==> src/rtl/thsp_pkg.sv <==
// Shared types and constants for the tar header stream parser.
package thsp_pkg;

   localparam int unsigned POS_W = 9;
   localparam int unsigned BIG_W = 37;

   // header byte offsets
   localparam logic [POS_W-1:0] POS_FIRST   = 9'd0;
   localparam logic [POS_W-1:0] POS_MODE    = 9'd100;
   localparam logic [POS_W-1:0] POS_UID     = 9'd108;
   localparam logic [POS_W-1:0] POS_GID     = 9'd116;
   localparam logic [POS_W-1:0] POS_SIZE    = 9'd124;
   localparam logic [POS_W-1:0] POS_MTIME   = 9'd136;
   localparam logic [POS_W-1:0] POS_NUM_END = 9'd148;
   localparam logic [POS_W-1:0] POS_TYPE    = 9'd156;
   localparam logic [POS_W-1:0] POS_PREFIX  = 9'd345;
   localparam logic [POS_W-1:0] POS_LAST    = 9'd511;

   localparam logic [7:0] CH_ZERO  = 8'h30;
   localparam logic [7:0] CH_NINE  = 8'h39;
   localparam logic [7:0] CH_DIR   = 8'h35;
   localparam logic [7:0] CH_LINK  = 8'h32;
   localparam logic [7:0] CH_SLASH = 8'h2F;

   localparam logic [1:0] CLS_HEADER  = 2'd0;
   localparam logic [1:0] CLS_CONTENT = 2'd1;
   localparam logic [1:0] CLS_PAD     = 2'd2;
   localparam logic [1:0] CLS_END     = 2'd3;

   localparam logic [1:0] KIND_FILE = 2'd0;
   localparam logic [1:0] KIND_DIR  = 2'd1;
   localparam logic [1:0] KIND_LINK = 2'd2;

   typedef enum logic [1:0] {
      PH_HEADER  = 2'd0,
      PH_CONTENT = 2'd1,
      PH_PAD     = 2'd2,
      PH_END     = 2'd3
   } phase_type;

   // header summary handed from the field scanner to the sequencer
   typedef struct packed {
      logic             zero_blk;
      logic             drop;
      logic [1:0]       kind;
      logic [8:0]       perm;
      logic [15:0]      uid;
      logic [15:0]      gid;
      logic [BIG_W-1:0] size;
      logic [BIG_W-1:0] mtime;
   } entry_type;

   typedef struct packed {
      logic [1:0]       byte_class;
      logic [7:0]       byte_out;
      logic             entry_valid;
      logic [1:0]       entry_kind;
      logic [8:0]       perm_bits;
      logic [15:0]      owner_id;
      logic [15:0]      group_id;
      logic [BIG_W-1:0] entry_size;
      logic [BIG_W-1:0] mod_time;
      logic             archive_end;
   } rsp_type;

endpackage

==> src/rtl/thsp_stream_ifs.sv <==
// Valid/ready channel interfaces for the parser's byte input and result output.
interface thsp_req_if;
   logic       valid;
   logic       ready;
   logic [7:0] byte_in;

   modport source (output valid, output byte_in, input ready);
   modport sink   (input valid, input byte_in, output ready);
endinterface

interface thsp_rsp_if;
   logic        valid;
   logic        ready;
   logic [1:0]  byte_class;
   logic [7:0]  byte_out;
   logic        entry_valid;
   logic [1:0]  entry_kind;
   logic [8:0]  perm_bits;
   logic [15:0] owner_id;
   logic [15:0] group_id;
   logic [36:0] entry_size;
   logic [36:0] mod_time;
   logic        archive_end;

   modport source (output valid, output byte_class, output byte_out, output entry_valid,
                   output entry_kind, output perm_bits, output owner_id, output group_id,
                   output entry_size, output mod_time, output archive_end, input ready);
   modport sink   (input valid, input byte_class, input byte_out, input entry_valid,
                   input entry_kind, input perm_bits, input owner_id, input group_id,
                   input entry_size, input mod_time, input archive_end, output ready);
endinterface

==> src/rtl/tar_header_stream_parser_unit.sv <==
// Tar stream parser top level: input register, parse logic, result register.
//
// Usage: archive bytes enter on req_ch (valid/ready), one word per byte.
// Every accepted byte yields exactly one result word on rsp_ch, in order:
// the byte's class (header, content, padding, after end), the byte itself,
// and on the last byte of a 512-byte header the decoded entry (kind, mode
// bits, uid, gid, size, mtime) or the end-of-archive flag; an entry whose
// name and prefix are both empty gives no report. Each accepted byte is
// parsed from the input register into the result register.
// Throughput: one byte per cycle while rsp_ch is not stalled; the parser
// state and the header field accumulators update once per byte.
// Stall: when rsp_ch.ready is low the result register holds, the input
// register can take one more byte, then req_ch.ready drops until the result
// leaves. Reset (synchronous) empties both registers and returns the parser
// to the start of a header block.
module tar_header_stream_parser_unit (
   input  logic       clock,
   input  logic       reset,
   thsp_req_if.sink   req_ch,
   thsp_rsp_if.source rsp_ch
);

   logic                in_valid_ff;
   logic [7:0]          in_byte_ff;
   logic                rsp_valid_ff;
   thsp_pkg::rsp_type   rsp_ff, rsp_in;
   thsp_pkg::entry_type entry;
   logic                advance, hdr_step;
   logic [8:0]          pos;

   assign advance      = in_valid_ff && (!rsp_valid_ff || rsp_ch.ready);
   assign req_ch.ready = !in_valid_ff || advance;

   always_ff @(posedge clock) begin
      if (reset) begin
         in_valid_ff <= 1'b0;
      end else if (req_ch.ready) begin
         in_valid_ff <= req_ch.valid;
      end
   end

   always_ff @(posedge clock) begin
      if (req_ch.ready && req_ch.valid) begin
         in_byte_ff <= req_ch.byte_in;
      end
   end

   thsp_hdr_scan u_scan (
      .clock   (clock),
      .reset   (reset),
      .step    (hdr_step),
      .pos     (pos),
      .byte_in (in_byte_ff),
      .entry   (entry)
   );

   thsp_seq u_seq (
      .clock    (clock),
      .reset    (reset),
      .step     (advance),
      .byte_in  (in_byte_ff),
      .entry    (entry),
      .hdr_step (hdr_step),
      .pos      (pos),
      .rsp      (rsp_in)
   );

   always_ff @(posedge clock) begin
      if (reset) begin
         rsp_valid_ff <= 1'b0;
      end else if (advance) begin
         rsp_valid_ff <= 1'b1;
      end else if (rsp_ch.ready) begin
         rsp_valid_ff <= 1'b0;
      end
   end

   always_ff @(posedge clock) begin
      if (advance) begin
         rsp_ff <= rsp_in;
      end
   end

   assign rsp_ch.valid       = rsp_valid_ff;
   assign rsp_ch.byte_class  = rsp_ff.byte_class;
   assign rsp_ch.byte_out    = rsp_ff.byte_out;
   assign rsp_ch.entry_valid = rsp_ff.entry_valid;
   assign rsp_ch.entry_kind  = rsp_ff.entry_kind;
   assign rsp_ch.perm_bits   = rsp_ff.perm_bits;
   assign rsp_ch.owner_id    = rsp_ff.owner_id;
   assign rsp_ch.group_id    = rsp_ff.group_id;
   assign rsp_ch.entry_size  = rsp_ff.entry_size;
   assign rsp_ch.mod_time    = rsp_ff.mod_time;
   assign rsp_ch.archive_end = rsp_ff.archive_end;

endmodule

==> src/rtl/thsp_hdr_scan.sv <==
// Header field scanner: name, octal fields, type flag and zero-block detection.
module thsp_hdr_scan (
   input  logic                clock,
   input  logic                reset,
   input  logic                step,
   input  logic [8:0]          pos,
   input  logic [7:0]          byte_in,
   output thsp_pkg::entry_type entry
);

   logic [8:0]  perm_ff, perm_in;
   logic [15:0] uid_ff, uid_in, gid_ff, gid_in;
   logic [36:0] size_ff, size_in, time_ff, time_in;
   logic        digits_open_ff, digits_open_in;
   logic [7:0]  type_ff, type_in;
   logic [7:0]  last_char_ff, last_char_in;
   logic        name_open_ff, name_open_in;
   logic        name_empty_ff, name_empty_in;
   logic        prefix_empty_ff, prefix_empty_in;
   logic        zero_blk_ff, zero_blk_in;

   logic        first, is_start, in_num, is_digit, digits_cur, take;
   logic [3:0]  digit;
   logic [8:0]  perm_base;
   logic [15:0] uid_base, gid_base;
   logic [36:0] size_base, time_base;
   logic        name_open_base;

   always_comb begin
      first    = (pos == thsp_pkg::POS_FIRST);
      is_start = (pos == thsp_pkg::POS_MODE) || (pos == thsp_pkg::POS_UID) ||
                 (pos == thsp_pkg::POS_GID) || (pos == thsp_pkg::POS_SIZE) ||
                 (pos == thsp_pkg::POS_MTIME);
      in_num   = (pos >= thsp_pkg::POS_MODE) && (pos < thsp_pkg::POS_NUM_END);
      is_digit = (byte_in >= thsp_pkg::CH_ZERO) && (byte_in <= thsp_pkg::CH_NINE);
      digit    = 4'(byte_in - thsp_pkg::CH_ZERO);
      digits_cur = is_start ? 1'b1 : digits_open_ff;
      take     = in_num && digits_cur && is_digit;

      // the first header byte starts a fresh entry
      perm_base      = first ? '0 : perm_ff;
      uid_base       = first ? '0 : uid_ff;
      gid_base       = first ? '0 : gid_ff;
      size_base      = first ? '0 : size_ff;
      time_base      = first ? '0 : time_ff;
      name_open_base = first ? 1'b1 : name_open_ff;

      perm_in = perm_base;
      uid_in  = uid_base;
      gid_in  = gid_base;
      size_in = size_base;
      time_in = time_base;
      if (take) begin
         if (pos < thsp_pkg::POS_UID) begin
            perm_in = {perm_base[5:0], 3'b000} | {5'b0, digit};
         end else if (pos < thsp_pkg::POS_GID) begin
            uid_in = {uid_base[12:0], 3'b000} | {12'b0, digit};
         end else if (pos < thsp_pkg::POS_SIZE) begin
            gid_in = {gid_base[12:0], 3'b000} | {12'b0, digit};
         end else if (pos < thsp_pkg::POS_MTIME) begin
            size_in = {size_base[33:0], 3'b000} | {33'b0, digit};
         end else begin
            time_in = {time_base[33:0], 3'b000} | {33'b0, digit};
         end
      end

      digits_open_in = digits_open_ff;
      if (in_num) begin
         digits_open_in = digits_cur && is_digit;
      end

      name_open_in  = name_open_base;
      name_empty_in = first ? 1'b1 : name_empty_ff;
      last_char_in  = first ? 8'h00 : last_char_ff;
      if ((pos < thsp_pkg::POS_MODE) && name_open_base) begin
         if (byte_in == 8'h00) begin
            name_open_in = 1'b0;
         end else begin
            last_char_in  = byte_in;
            name_empty_in = 1'b0;
         end
      end

      type_in         = (pos == thsp_pkg::POS_TYPE) ? byte_in : type_ff;
      prefix_empty_in = (pos == thsp_pkg::POS_PREFIX) ? (byte_in == 8'h00) : prefix_empty_ff;
      zero_blk_in     = (first ? 1'b1 : zero_blk_ff) && (byte_in == 8'h00);
   end

   always_ff @(posedge clock) begin
      if (reset) begin
         perm_ff         <= '0;
         uid_ff          <= '0;
         gid_ff          <= '0;
         size_ff         <= '0;
         time_ff         <= '0;
         digits_open_ff  <= 1'b1;
         type_ff         <= '0;
         last_char_ff    <= '0;
         name_open_ff    <= 1'b1;
         name_empty_ff   <= 1'b1;
         prefix_empty_ff <= 1'b1;
         zero_blk_ff     <= 1'b1;
      end else if (step) begin
         perm_ff         <= perm_in;
         uid_ff          <= uid_in;
         gid_ff          <= gid_in;
         size_ff         <= size_in;
         time_ff         <= time_in;
         digits_open_ff  <= digits_open_in;
         type_ff         <= type_in;
         last_char_ff    <= last_char_in;
         name_open_ff    <= name_open_in;
         name_empty_ff   <= name_empty_in;
         prefix_empty_ff <= prefix_empty_in;
         zero_blk_ff     <= zero_blk_in;
      end
   end

   // summary is only consumed on the last header byte, where only the
   // zero-block flag still depends on the current byte
   always_comb begin
      entry.zero_blk = zero_blk_in;
      entry.drop     = name_empty_ff && prefix_empty_ff;
      if ((type_ff == thsp_pkg::CH_DIR) || name_empty_ff ||
          (last_char_ff == thsp_pkg::CH_SLASH)) begin
         entry.kind = thsp_pkg::KIND_DIR;
      end else if (type_ff == thsp_pkg::CH_LINK) begin
         entry.kind = thsp_pkg::KIND_LINK;
      end else begin
         entry.kind = thsp_pkg::KIND_FILE;
      end
      entry.perm  = perm_ff;
      entry.uid   = uid_ff;
      entry.gid   = gid_ff;
      entry.size  = size_ff;
      entry.mtime = time_ff;
   end

endmodule

==> src/rtl/thsp_seq.sv <==
// Block sequencer: header/content/padding/end phases and result formatting.
module thsp_seq (
   input  logic                clock,
   input  logic                reset,
   input  logic                step,
   input  logic [7:0]          byte_in,
   input  thsp_pkg::entry_type entry,
   output logic                hdr_step,
   output logic [8:0]          pos,
   output thsp_pkg::rsp_type   rsp
);

   thsp_pkg::phase_type phase_ff, phase_in;
   logic [8:0]          pos_ff, pos_in;
   logic [36:0]         left_ff, left_in;

   assign pos = pos_ff;

   always_ff @(posedge clock) begin
      if (reset) begin
         phase_ff <= thsp_pkg::PH_HEADER;
         pos_ff   <= '0;
         left_ff  <= '0;
      end else if (step) begin
         phase_ff <= phase_in;
         pos_ff   <= pos_in;
         left_ff  <= left_in;
      end
   end

   always_comb begin
      phase_in = phase_ff;
      pos_in   = pos_ff;
      left_in  = left_ff;
      hdr_step = 1'b0;
      rsp          = '0;
      rsp.byte_out = byte_in;
      unique case (phase_ff)
         thsp_pkg::PH_END: begin
            rsp.byte_class = thsp_pkg::CLS_END;
         end
         thsp_pkg::PH_CONTENT: begin
            rsp.byte_class = thsp_pkg::CLS_CONTENT;
            pos_in  = pos_ff + 9'd1;
            left_in = left_ff - 37'd1;
            if (left_in == '0) begin
               phase_in = (pos_in != '0) ? thsp_pkg::PH_PAD : thsp_pkg::PH_HEADER;
            end
         end
         thsp_pkg::PH_PAD: begin
            rsp.byte_class = thsp_pkg::CLS_PAD;
            pos_in = pos_ff + 9'd1;
            if (pos_in == '0) begin
               phase_in = thsp_pkg::PH_HEADER;
            end
         end
         thsp_pkg::PH_HEADER: begin
            rsp.byte_class = thsp_pkg::CLS_HEADER;
            hdr_step = step;
            pos_in   = pos_ff + 9'd1;
            if (pos_ff == thsp_pkg::POS_LAST) begin
               if (entry.zero_blk) begin
                  rsp.archive_end = 1'b1;
                  phase_in = thsp_pkg::PH_END;
               end else if (!entry.drop) begin
                  rsp.entry_valid = 1'b1;
                  rsp.entry_kind  = entry.kind;
                  rsp.perm_bits   = entry.perm;
                  rsp.owner_id    = entry.uid;
                  rsp.group_id    = entry.gid;
                  rsp.entry_size  = entry.size;
                  rsp.mod_time    = entry.mtime;
                  if ((entry.kind == thsp_pkg::KIND_FILE) && (entry.size != '0)) begin
                     left_in  = entry.size;
                     phase_in = thsp_pkg::PH_CONTENT;
                  end
               end
            end
         end
         default: begin
            rsp.byte_class = thsp_pkg::CLS_END;
         end
      endcase
   end

endmodule

==> src/flat_wrapper.sv <==
// flat-port wrapper written by rule: the top's interface ports become plain ports
module tar_header_stream_parser_unit_flat 
  (clock, reset, req_ch_valid, req_ch_byte_in, req_ch_ready, rsp_ch_valid, rsp_ch_byte_class, rsp_ch_byte_out, rsp_ch_entry_valid, rsp_ch_entry_kind, rsp_ch_perm_bits, rsp_ch_owner_id, rsp_ch_group_id, rsp_ch_entry_size, rsp_ch_mod_time, rsp_ch_archive_end, rsp_ch_ready);
  thsp_req_if req_ch_i ();
  thsp_rsp_if rsp_ch_i ();
  input  logic clock;
  input  logic reset;
  input wire logic [$bits(req_ch_i.valid)-1:0] req_ch_valid;
  input wire logic [$bits(req_ch_i.byte_in)-1:0] req_ch_byte_in;
  output wire logic [$bits(req_ch_i.ready)-1:0] req_ch_ready;
  output wire logic [$bits(rsp_ch_i.valid)-1:0] rsp_ch_valid;
  output wire logic [$bits(rsp_ch_i.byte_class)-1:0] rsp_ch_byte_class;
  output wire logic [$bits(rsp_ch_i.byte_out)-1:0] rsp_ch_byte_out;
  output wire logic [$bits(rsp_ch_i.entry_valid)-1:0] rsp_ch_entry_valid;
  output wire logic [$bits(rsp_ch_i.entry_kind)-1:0] rsp_ch_entry_kind;
  output wire logic [$bits(rsp_ch_i.perm_bits)-1:0] rsp_ch_perm_bits;
  output wire logic [$bits(rsp_ch_i.owner_id)-1:0] rsp_ch_owner_id;
  output wire logic [$bits(rsp_ch_i.group_id)-1:0] rsp_ch_group_id;
  output wire logic [$bits(rsp_ch_i.entry_size)-1:0] rsp_ch_entry_size;
  output wire logic [$bits(rsp_ch_i.mod_time)-1:0] rsp_ch_mod_time;
  output wire logic [$bits(rsp_ch_i.archive_end)-1:0] rsp_ch_archive_end;
  input wire logic [$bits(rsp_ch_i.ready)-1:0] rsp_ch_ready;
  assign req_ch_i.valid = req_ch_valid;
  assign req_ch_i.byte_in = req_ch_byte_in;
  assign req_ch_ready = req_ch_i.ready;
  assign rsp_ch_valid = rsp_ch_i.valid;
  assign rsp_ch_byte_class = rsp_ch_i.byte_class;
  assign rsp_ch_byte_out = rsp_ch_i.byte_out;
  assign rsp_ch_entry_valid = rsp_ch_i.entry_valid;
  assign rsp_ch_entry_kind = rsp_ch_i.entry_kind;
  assign rsp_ch_perm_bits = rsp_ch_i.perm_bits;
  assign rsp_ch_owner_id = rsp_ch_i.owner_id;
  assign rsp_ch_group_id = rsp_ch_i.group_id;
  assign rsp_ch_entry_size = rsp_ch_i.entry_size;
  assign rsp_ch_mod_time = rsp_ch_i.mod_time;
  assign rsp_ch_archive_end = rsp_ch_i.archive_end;
  assign rsp_ch_i.ready = rsp_ch_ready;
  tar_header_stream_parser_unit u_core (.clock(clock), .reset(reset), .req_ch(req_ch_i), .rsp_ch(rsp_ch_i));
endmodule
==> config.mk <==
export PLATFORM = sky130hd
export DESIGN_NAME = tar_header_stream_parser_unit_flat
export DESIGN_NICKNAME = d
export VERILOG_FILES = /design/src/rtl/thsp_pkg.sv /design/src/rtl/thsp_stream_ifs.sv /design/src/rtl/tar_header_stream_parser_unit.sv /design/src/rtl/thsp_hdr_scan.sv /design/src/rtl/thsp_seq.sv /design/src/flat_wrapper.sv
export SDC_FILE = /design/constraint.sdc
export NUM_CORES = 1
export LEC_CHECK = 0
export BUFFER_PORTS_ARGS = -buffer_cell sky130_fd_sc_hd__buf_2
export CELL_PAD_IN_SITES_DETAIL_PLACEMENT = 2
export CELL_PAD_IN_SITES_GLOBAL_PLACEMENT = 2
export CORE_ASPECT_RATIO = 0.7
export CORE_UTILIZATION = 35
export DETAILED_ROUTE_END_ITERATION = 10
export GPL_TIMING_DRIVEN = 1
export HOLD_SLACK_MARGIN = 0.12
export PLACE_DENSITY = 0.88
export SETUP_SLACK_MARGIN = 0.4
export SLEW_MARGIN = 20
export SYNTH_ARGS = -nofsm -noshare
export SYNTH_HDL_FRONTEND = slang
export SYNTH_SLANG_ARGS = --single-unit
==> constraint.sdc <==
create_clock -name clock -period 4.6 [get_ports clock]
set_input_delay 0.92 -clock clock [delete_from_list [all_inputs] [get_ports clock]]
set_output_delay 0.92 -clock clock [all_outputs]
set_load 0.1 [all_outputs]
Yosys cells after proc, flatten, opt, wreduce, memory -nomap -nowiden
Cells that the tools add are included.
- flip-flop bits (word level): 323
- input bits: 12
- output and inout port bits: 131
- word-level logic and storage cells: 167
- $add $sub $neg: 3
- magnitude comparators: 9
- equal/unequal tests: 22
- mux-type cells: 56
- bitwise operators: 7
- reduce and logical (&&, ||, !) cells: 42
- operator list (operator ; number):
    37-bit two-way mux ; 16
    16-bit two-way mux ; 9
    118-bit two-way mux ; 1
    37-bit by 4-bit OR with 37-bit output ; 2
    37-bit case mux with 2 select lines ; 1
    37-bit zero test ; 1
    37-bit nonzero test ; 1
    37-bit by 1-bit subtractor with 37-bit output (second input constant) ; 1
    9-bit by 7-bit == test with 1-bit output (second input constant) ; 4
    9-bit by 7-bit < comparator with 1-bit output (second input constant) ; 4
    16-bit by 4-bit OR with 16-bit output ; 2
    9-bit two-way mux ; 3
    8-bit by 6-bit == test with 1-bit output (second input constant) ; 3
    8-bit two-way mux ; 3
    9-bit by 8-bit == test with 1-bit output (second input constant) ; 2
    9-bit == test (second input constant) ; 2
    9-bit zero test ; 2
    9-bit by 8-bit < comparator with 1-bit output (second input constant) ; 2
    2-bit two-way mux ; 9
    1-bit two-way mux ; 12
    2-bit != test (second input constant) ; 6
    1-bit logical AND ; 11
    2-bit AND reduction ; 5
    9-bit by 1-bit adder with 9-bit output (second input constant) ; 1
    other kinds (22) ; 36

Depth between registers and ports, before layout
- word-level depth: 11
- gate-level depth with buffers: 11
- depth with buffers taken out: 9

Modules after synthesis
Synthesis repeated with hierarchy kept, for this count alone.
- cells, all modules: 1386
- area total of the unflattened synthesis: 14077.3 um^2
- modules (own cells, without submodules) (module ; instances ; cells an instance ; area an instance (um^2) ; sequential area each (um^2)):
    thsp_hdr_scan ; 1 ; 606 ; 5605.4 ; 2722.6
    thsp_seq ; 1 ; 633 ; 4254.1 ; 960.9
    tar_header_stream_parser_unit ; 1 ; 147 ; 4217.8 ; 4154.0

Least setup slack after synthesis
No wires, ideal clock.
- path type: input port to flip-flop
- start: input port rsp_ch_ready
- end: register u_core.u_seq.pos_ff[3] (netlist: u_core.u_seq.pos[3])
- setup time: 0.128 ns
- arrival time: 4.865 ns
- required time: 4.472 ns
- setup slack: -0.392 ns
- stages: 7
- path buffers: 0
- cells stage by stage: nor2b_1 -> nand2b_1 -> inv_1 -> nand2_1 -> or3_1 -> xor2_1 -> nor2_1
- longest elaborated chain between the ends: 3
- RTL lines (element ; line ; RTL):
    from (decl) ; flat_wrapper.sv:22 ; input wire logic [$bits(rsp_ch_i.ready)-1:0] rsp_ch_ready;
    1-bit logical OR ; tar_header_stream_parser_unit.sv:31 ; assign advance = in_valid_ff && (!rsp_valid_ff || rsp_ch.ready);
    1-bit logical AND ; tar_header_stream_parser_unit.sv:31 ;
    net u_core.advance ; tar_header_stream_parser_unit.sv:28 ; logic advance, hdr_step;
    2-bit AND reduction (no source line) ; n/a ;
    to (signal assigned) ; thsp_seq.sv:26 ; pos_ff <= pos_in;
    to (decl) ; thsp_seq.sv:14 ; logic [8:0] pos_ff, pos_in;
The timed path passes the listed nets, and every way through them passes these cells.
A chain may end at the register's enable or synchronous reset.

Worst setup path after layout
- start: register u_core.u_seq.pos_ff[3] (netlist: u_core.u_seq.pos[3])
- end: register u_core.u_seq.left_ff[1]
- longest elaborated chain between the ends: 5
- elaborated cells between the ends (all ways): 7
- classes of those cells: 3 x eq/ne; 1 x mux; 3 x reduce/logical
- RTL lines (element ; line ; RTL):
    9-bit zero test ; thsp_hdr_scan.sv:30 ; first = (pos == thsp_pkg::POS_FIRST);
    1-bit two-way mux ; thsp_hdr_scan.sv:86 ; zero_blk_in = (first ? 1'b1 : zero_blk_ff) && (byte_in == 8'h00);
    1-bit logical AND ; thsp_hdr_scan.sv:86 ;
    2-bit != test (no source line) ; n/a ;
    6-bit AND reduction (no source line) * ; n/a ;
    to (signal assigned) ; thsp_seq.sv:27 ; left_ff <= left_in;
    to (decl) ; thsp_seq.sv:15 ; logic [36:0] left_ff, left_in;
Mark *: on every way between the ends. The rest lies on a longest branch, timed or not.

==> impl_results.md <==
- Die height: about 160 microns
- Cell variety after synth: 66
- Crit start category: flop
- First-pass iteration count of the detailed router: 8
- Uppermost routed layer: met4
- Remaining global-route overflow: 0
- Setup TNS: 0 ns
- Most frequent CP cell: o211ai_1
- Ys flop type: dfxtp_1
- WS Path Type: flop to flop
- Violated checks: DRC
- GPL Wtd Cong: approximately 0.87
- CTS Hold Bufs: 0
- Top delay family on crit path: simple AND/OR/NAND/NOR gates
- Max Root-Sink Buffers: 3
- H-tree depth: 2
- Required @ worst endpoint: about 5.0 ns
- Worst VDD drop: ~0.22 mV
- Cell area after synthesis: 0.0132 sq mm
- Final Critical Period: between 3 and 4 ns
- Die area: roughly 0.039 sq mm
- Total CTS buffers: 35
- Port Buffer Count: roughly 140
- P&R area growth vs syn: 17.7%
- Num rows: 59
- Leakage: approximately 5.6 nW
- Crit Path Max Fanout: 16
- Initial antenna violation count: 0
- Starting density of the core: 0.356
- Global-route wire length before repair: about 70 mm
- DR vias/cell: 5.66
- Synth Net Count: about 1300
- CTS tree: built
- CTS sink count: around 320
- Worst-Skew Late Latency: between 0.5 and 0.6 ns
- Slew Viols, Final: 0
- Hold Slack: ~0.48 ns
- Total setup buffers inserted after CTS: 0
- Measured slew at the worst slew-check pin: roughly 1.0 ns
- Vias: around 11000
- Final Skew: 0.0189 ns
- Mapped Cells: between 1000 and 1500
- ANT nets after route: 0
- Commonest non-fill, non-tap cell in the layout: dfxtp_1
- #FFs+latches synth: ~320
- Layout cells sized above 1: 0.168
- Clk slew on worst S/H paths: 0.06 ns
- Yosys warnings: 0
- Final hold vios: 0
- Rel. slew slack: 0.333
- Gr usage total: 0.230
- Vias in the first global route: ~11000
- Total length of routed wires: 44.1 mm
- Filler Cells Inserted: about 3800
- Core ar.: between 0.03 and 0.04 sq mm
- Post-DP HPWL: around 29 mm
- Most frequent cells in the layout: dfxtp_1, buf_2, edfxtp_1
- Hold Crit Class: flop to flop
- Tcrit/Tclk final: 0.791
- Post-synth EDFFs: ~140
- Setup crit end kind: flop
- CP peak stage delay: 0.70 ns
- CTS resizes: 0
- Die W: roughly 230 microns
- Worst path bufs/invs: 1
- Final-stage net count: between 1000 and 1500
- Met2 routed wirelength: between 20 and 25 mm
- Initial detailed-routing violation count: 669
- WL met1: 20.2 mm
- Arrival @ worst endpoint: 4.08 ns
- RSZ-0062 raised after global routing: no
- Register area share after synthesis: 0.593
- Cell chain of the critical path: nand3_1, nor3_1, ha_1, o211ai_1, o41ai_1, and2_1, buf_4, o211ai_1, a21oi_1
- Largest net degree at the start of global routing: 120
- Ports: between 100 and 150
- Wirelength per Cell: 23.7 microns
- Antenna cells: 0
- CTS root buffer: clkbuf_16
- Endpoints failing setup: 0
- P per Cell Area: between 400 and 500 mW/mm^2
- Met3 wire len: a little under 2 mm
- Status: finished, violations left
- Post-synth ARST share: 0
- Synth Area per Inst: about 11 sq um
- Slowest-stage cell, CP: dfxtp_1
- # DRC: 11
- Max Cap Viol: 0
- Max Freq: 0.275 GHz
cell usage after synthesis, types with 3 or more instances:
| master | count | area, sq um |
|---|---|---|
| nand3b_1 | 5 | 37.5 |
| buf_2 | 3 | 15.0 |
| a31oi_1 | 4 | 25.0 |
| buf_1 | 6 | 22.5 |
| nand3_1 | 16 | 80.1 |
| o22ai_1 | 8 | 50.1 |
| dfxtp_1 | 186 | 3720 |
| edfxtp_1 | 137 | 4110 |
| nor3_1 | 31 | 155 |
| and2_1 | 122 | 763 |
| clkbuf_1 | 71 | 267 |
| xnor2_1 | 15 | 131 |
| or2_2 | 3 | 18.8 |
| or4_1 | 5 | 37.5 |
| a211oi_1 | 3 | 22.5 |
| buf_6 | 3 | 33.8 |
| a22oi_1 | 17 | 128 |
| or3_1 | 7 | 43.8 |
| a22o_1 | 98 | 858 |
| nor2b_1 | 4 | 25.0 |
| nand2_1 | 86 | 323 |
| nor2_1 | 107 | 402 |
| inv_1 | 16 | 60.1 |
| o41ai_1 | 5 | 43.8 |
| a21oi_1 | 62 | 310 |
| o21a_1 | 4 | 30.0 |
| o31ai_1 | 15 | 113 |
| nand4_1 | 17 | 106 |
| nor3b_1 | 6 | 45.0 |
| o211ai_1 | 5 | 37.5 |
| nor4_1 | 27 | 169 |
| a32oi_1 | 6 | 52.6 |
| o21ai_0 | 49 | 245 |
| and3_1 | 6 | 37.5 |
| ha_1 | 7 | 87.6 |
| a21o_1 | 3 | 22.5 |
| xor2_1 | 10 | 87.6 |
| mux2i_1 | 9 | 90.1 |
| o32ai_1 | 4 | 35.0 |
| nand2b_1 | 10 | 62.6 |
per-layer routing:
layer / vias up / global-route usage
met5: - / 0
met4: 0 / 0.0646
met3: 80 / 0.0369
met2: 274 / 0.379
met1: 5438 / 0.311
li1: 4737 / -
tightest hold or removal path: cells and delay by family, from the launching register on:
family | cells | cell delay, ns
AOI/OAI and AO/OA | 1 | 0.05
DFF | 1 | 0.33
and+or+nand+nor | 1 | 0.06
area by class of cell:
class                   instances  area, sq um  share of cell area
flip-flops and latches        323         7840               0.504
multi-input cells             809         5000               0.321
clock buffers                  54         1030              0.0663
repair buffers                161          878              0.0565
well taps                     488          611              0.0393
clock inverters                10          138             0.00885
inverters                      16         63.8             0.00410
registers in the layout, indices dropped and copies added, names as in the netlist, 9 cells and up:
register,cells
u_core.rsp_ch.entry_size,37
u_core.rsp_ch.group_id,16
u_core.rsp_ch.mod_time,37
u_core.rsp_ch.owner_id,16
u_core.rsp_ch.perm_bits,9
u_core.u_scan.gid_ff,16
u_core.u_scan.perm_ff,9
u_core.u_scan.size_ff,37
u_core.u_scan.time_ff,37
u_core.u_scan.uid_ff,16
u_core.u_seq.left_ff,37
u_core.u_seq.pos,9
cells by family after synthesis:
family	after synthesis	share of synthesized area
fa+ha+maj	7	0.00663
xor+xnor	25	0.0166
flops	323	0.593
compound gates	295	0.157
simple gates	473	0.189
mux	9	0.00682
buf+inv	100	0.0307
path summary, 6_finish.rpt:
check | start | to | slack [ns] | depth (start not counted)
worst max-delay path | u_core.u_seq.pos[3] | u_core.u_seq.left_ff[1] | 0.96 | 9
worst min-delay path | u_core.u_seq.left_ff[36] | u_core.u_seq.left_ff[36] | 0.48 | 2
worst max register to register | u_core.u_seq.pos[3] | u_core.u_seq.left_ff[1] | 0.96 | 9
worst min register to register | u_core.u_seq.left_ff[36] | u_core.u_seq.left_ff[36] | 0.48 | 2
per-stage QoR:
step / area (sq um) / worst slack, ns / cells / util / power [mW]
2_1_floorplan: 13200 / 0.418 / 1232 / - / 3.65
3_3_place_gp: 14400 / 1.36 / 1796 / 0.387 / 3.76
3_5_place_dp: 14400 / 1.07 / 1796 / 0.387 / 3.78
4_1_cts: 15500 / 1.01 / 1860 / 0.419 / 6.67
5_1_grt: 15600 / 0.646 / 1861 / 0.419 / 6.80
6_report: 15600 / 0.960 / 1861 / 0.419 / 6.62
report_power, final:
| group | switching, mW | total, mW | internal, mW |
|---|---|---|---|
| Combinational | 0.561 | 0.628 | 0.0663 |
| Sequential | 0.0399 | 3.09 | 3.05 |
| Clock | 1.18 | 2.91 | 1.73 |
(Power assumes the default switching activity.)
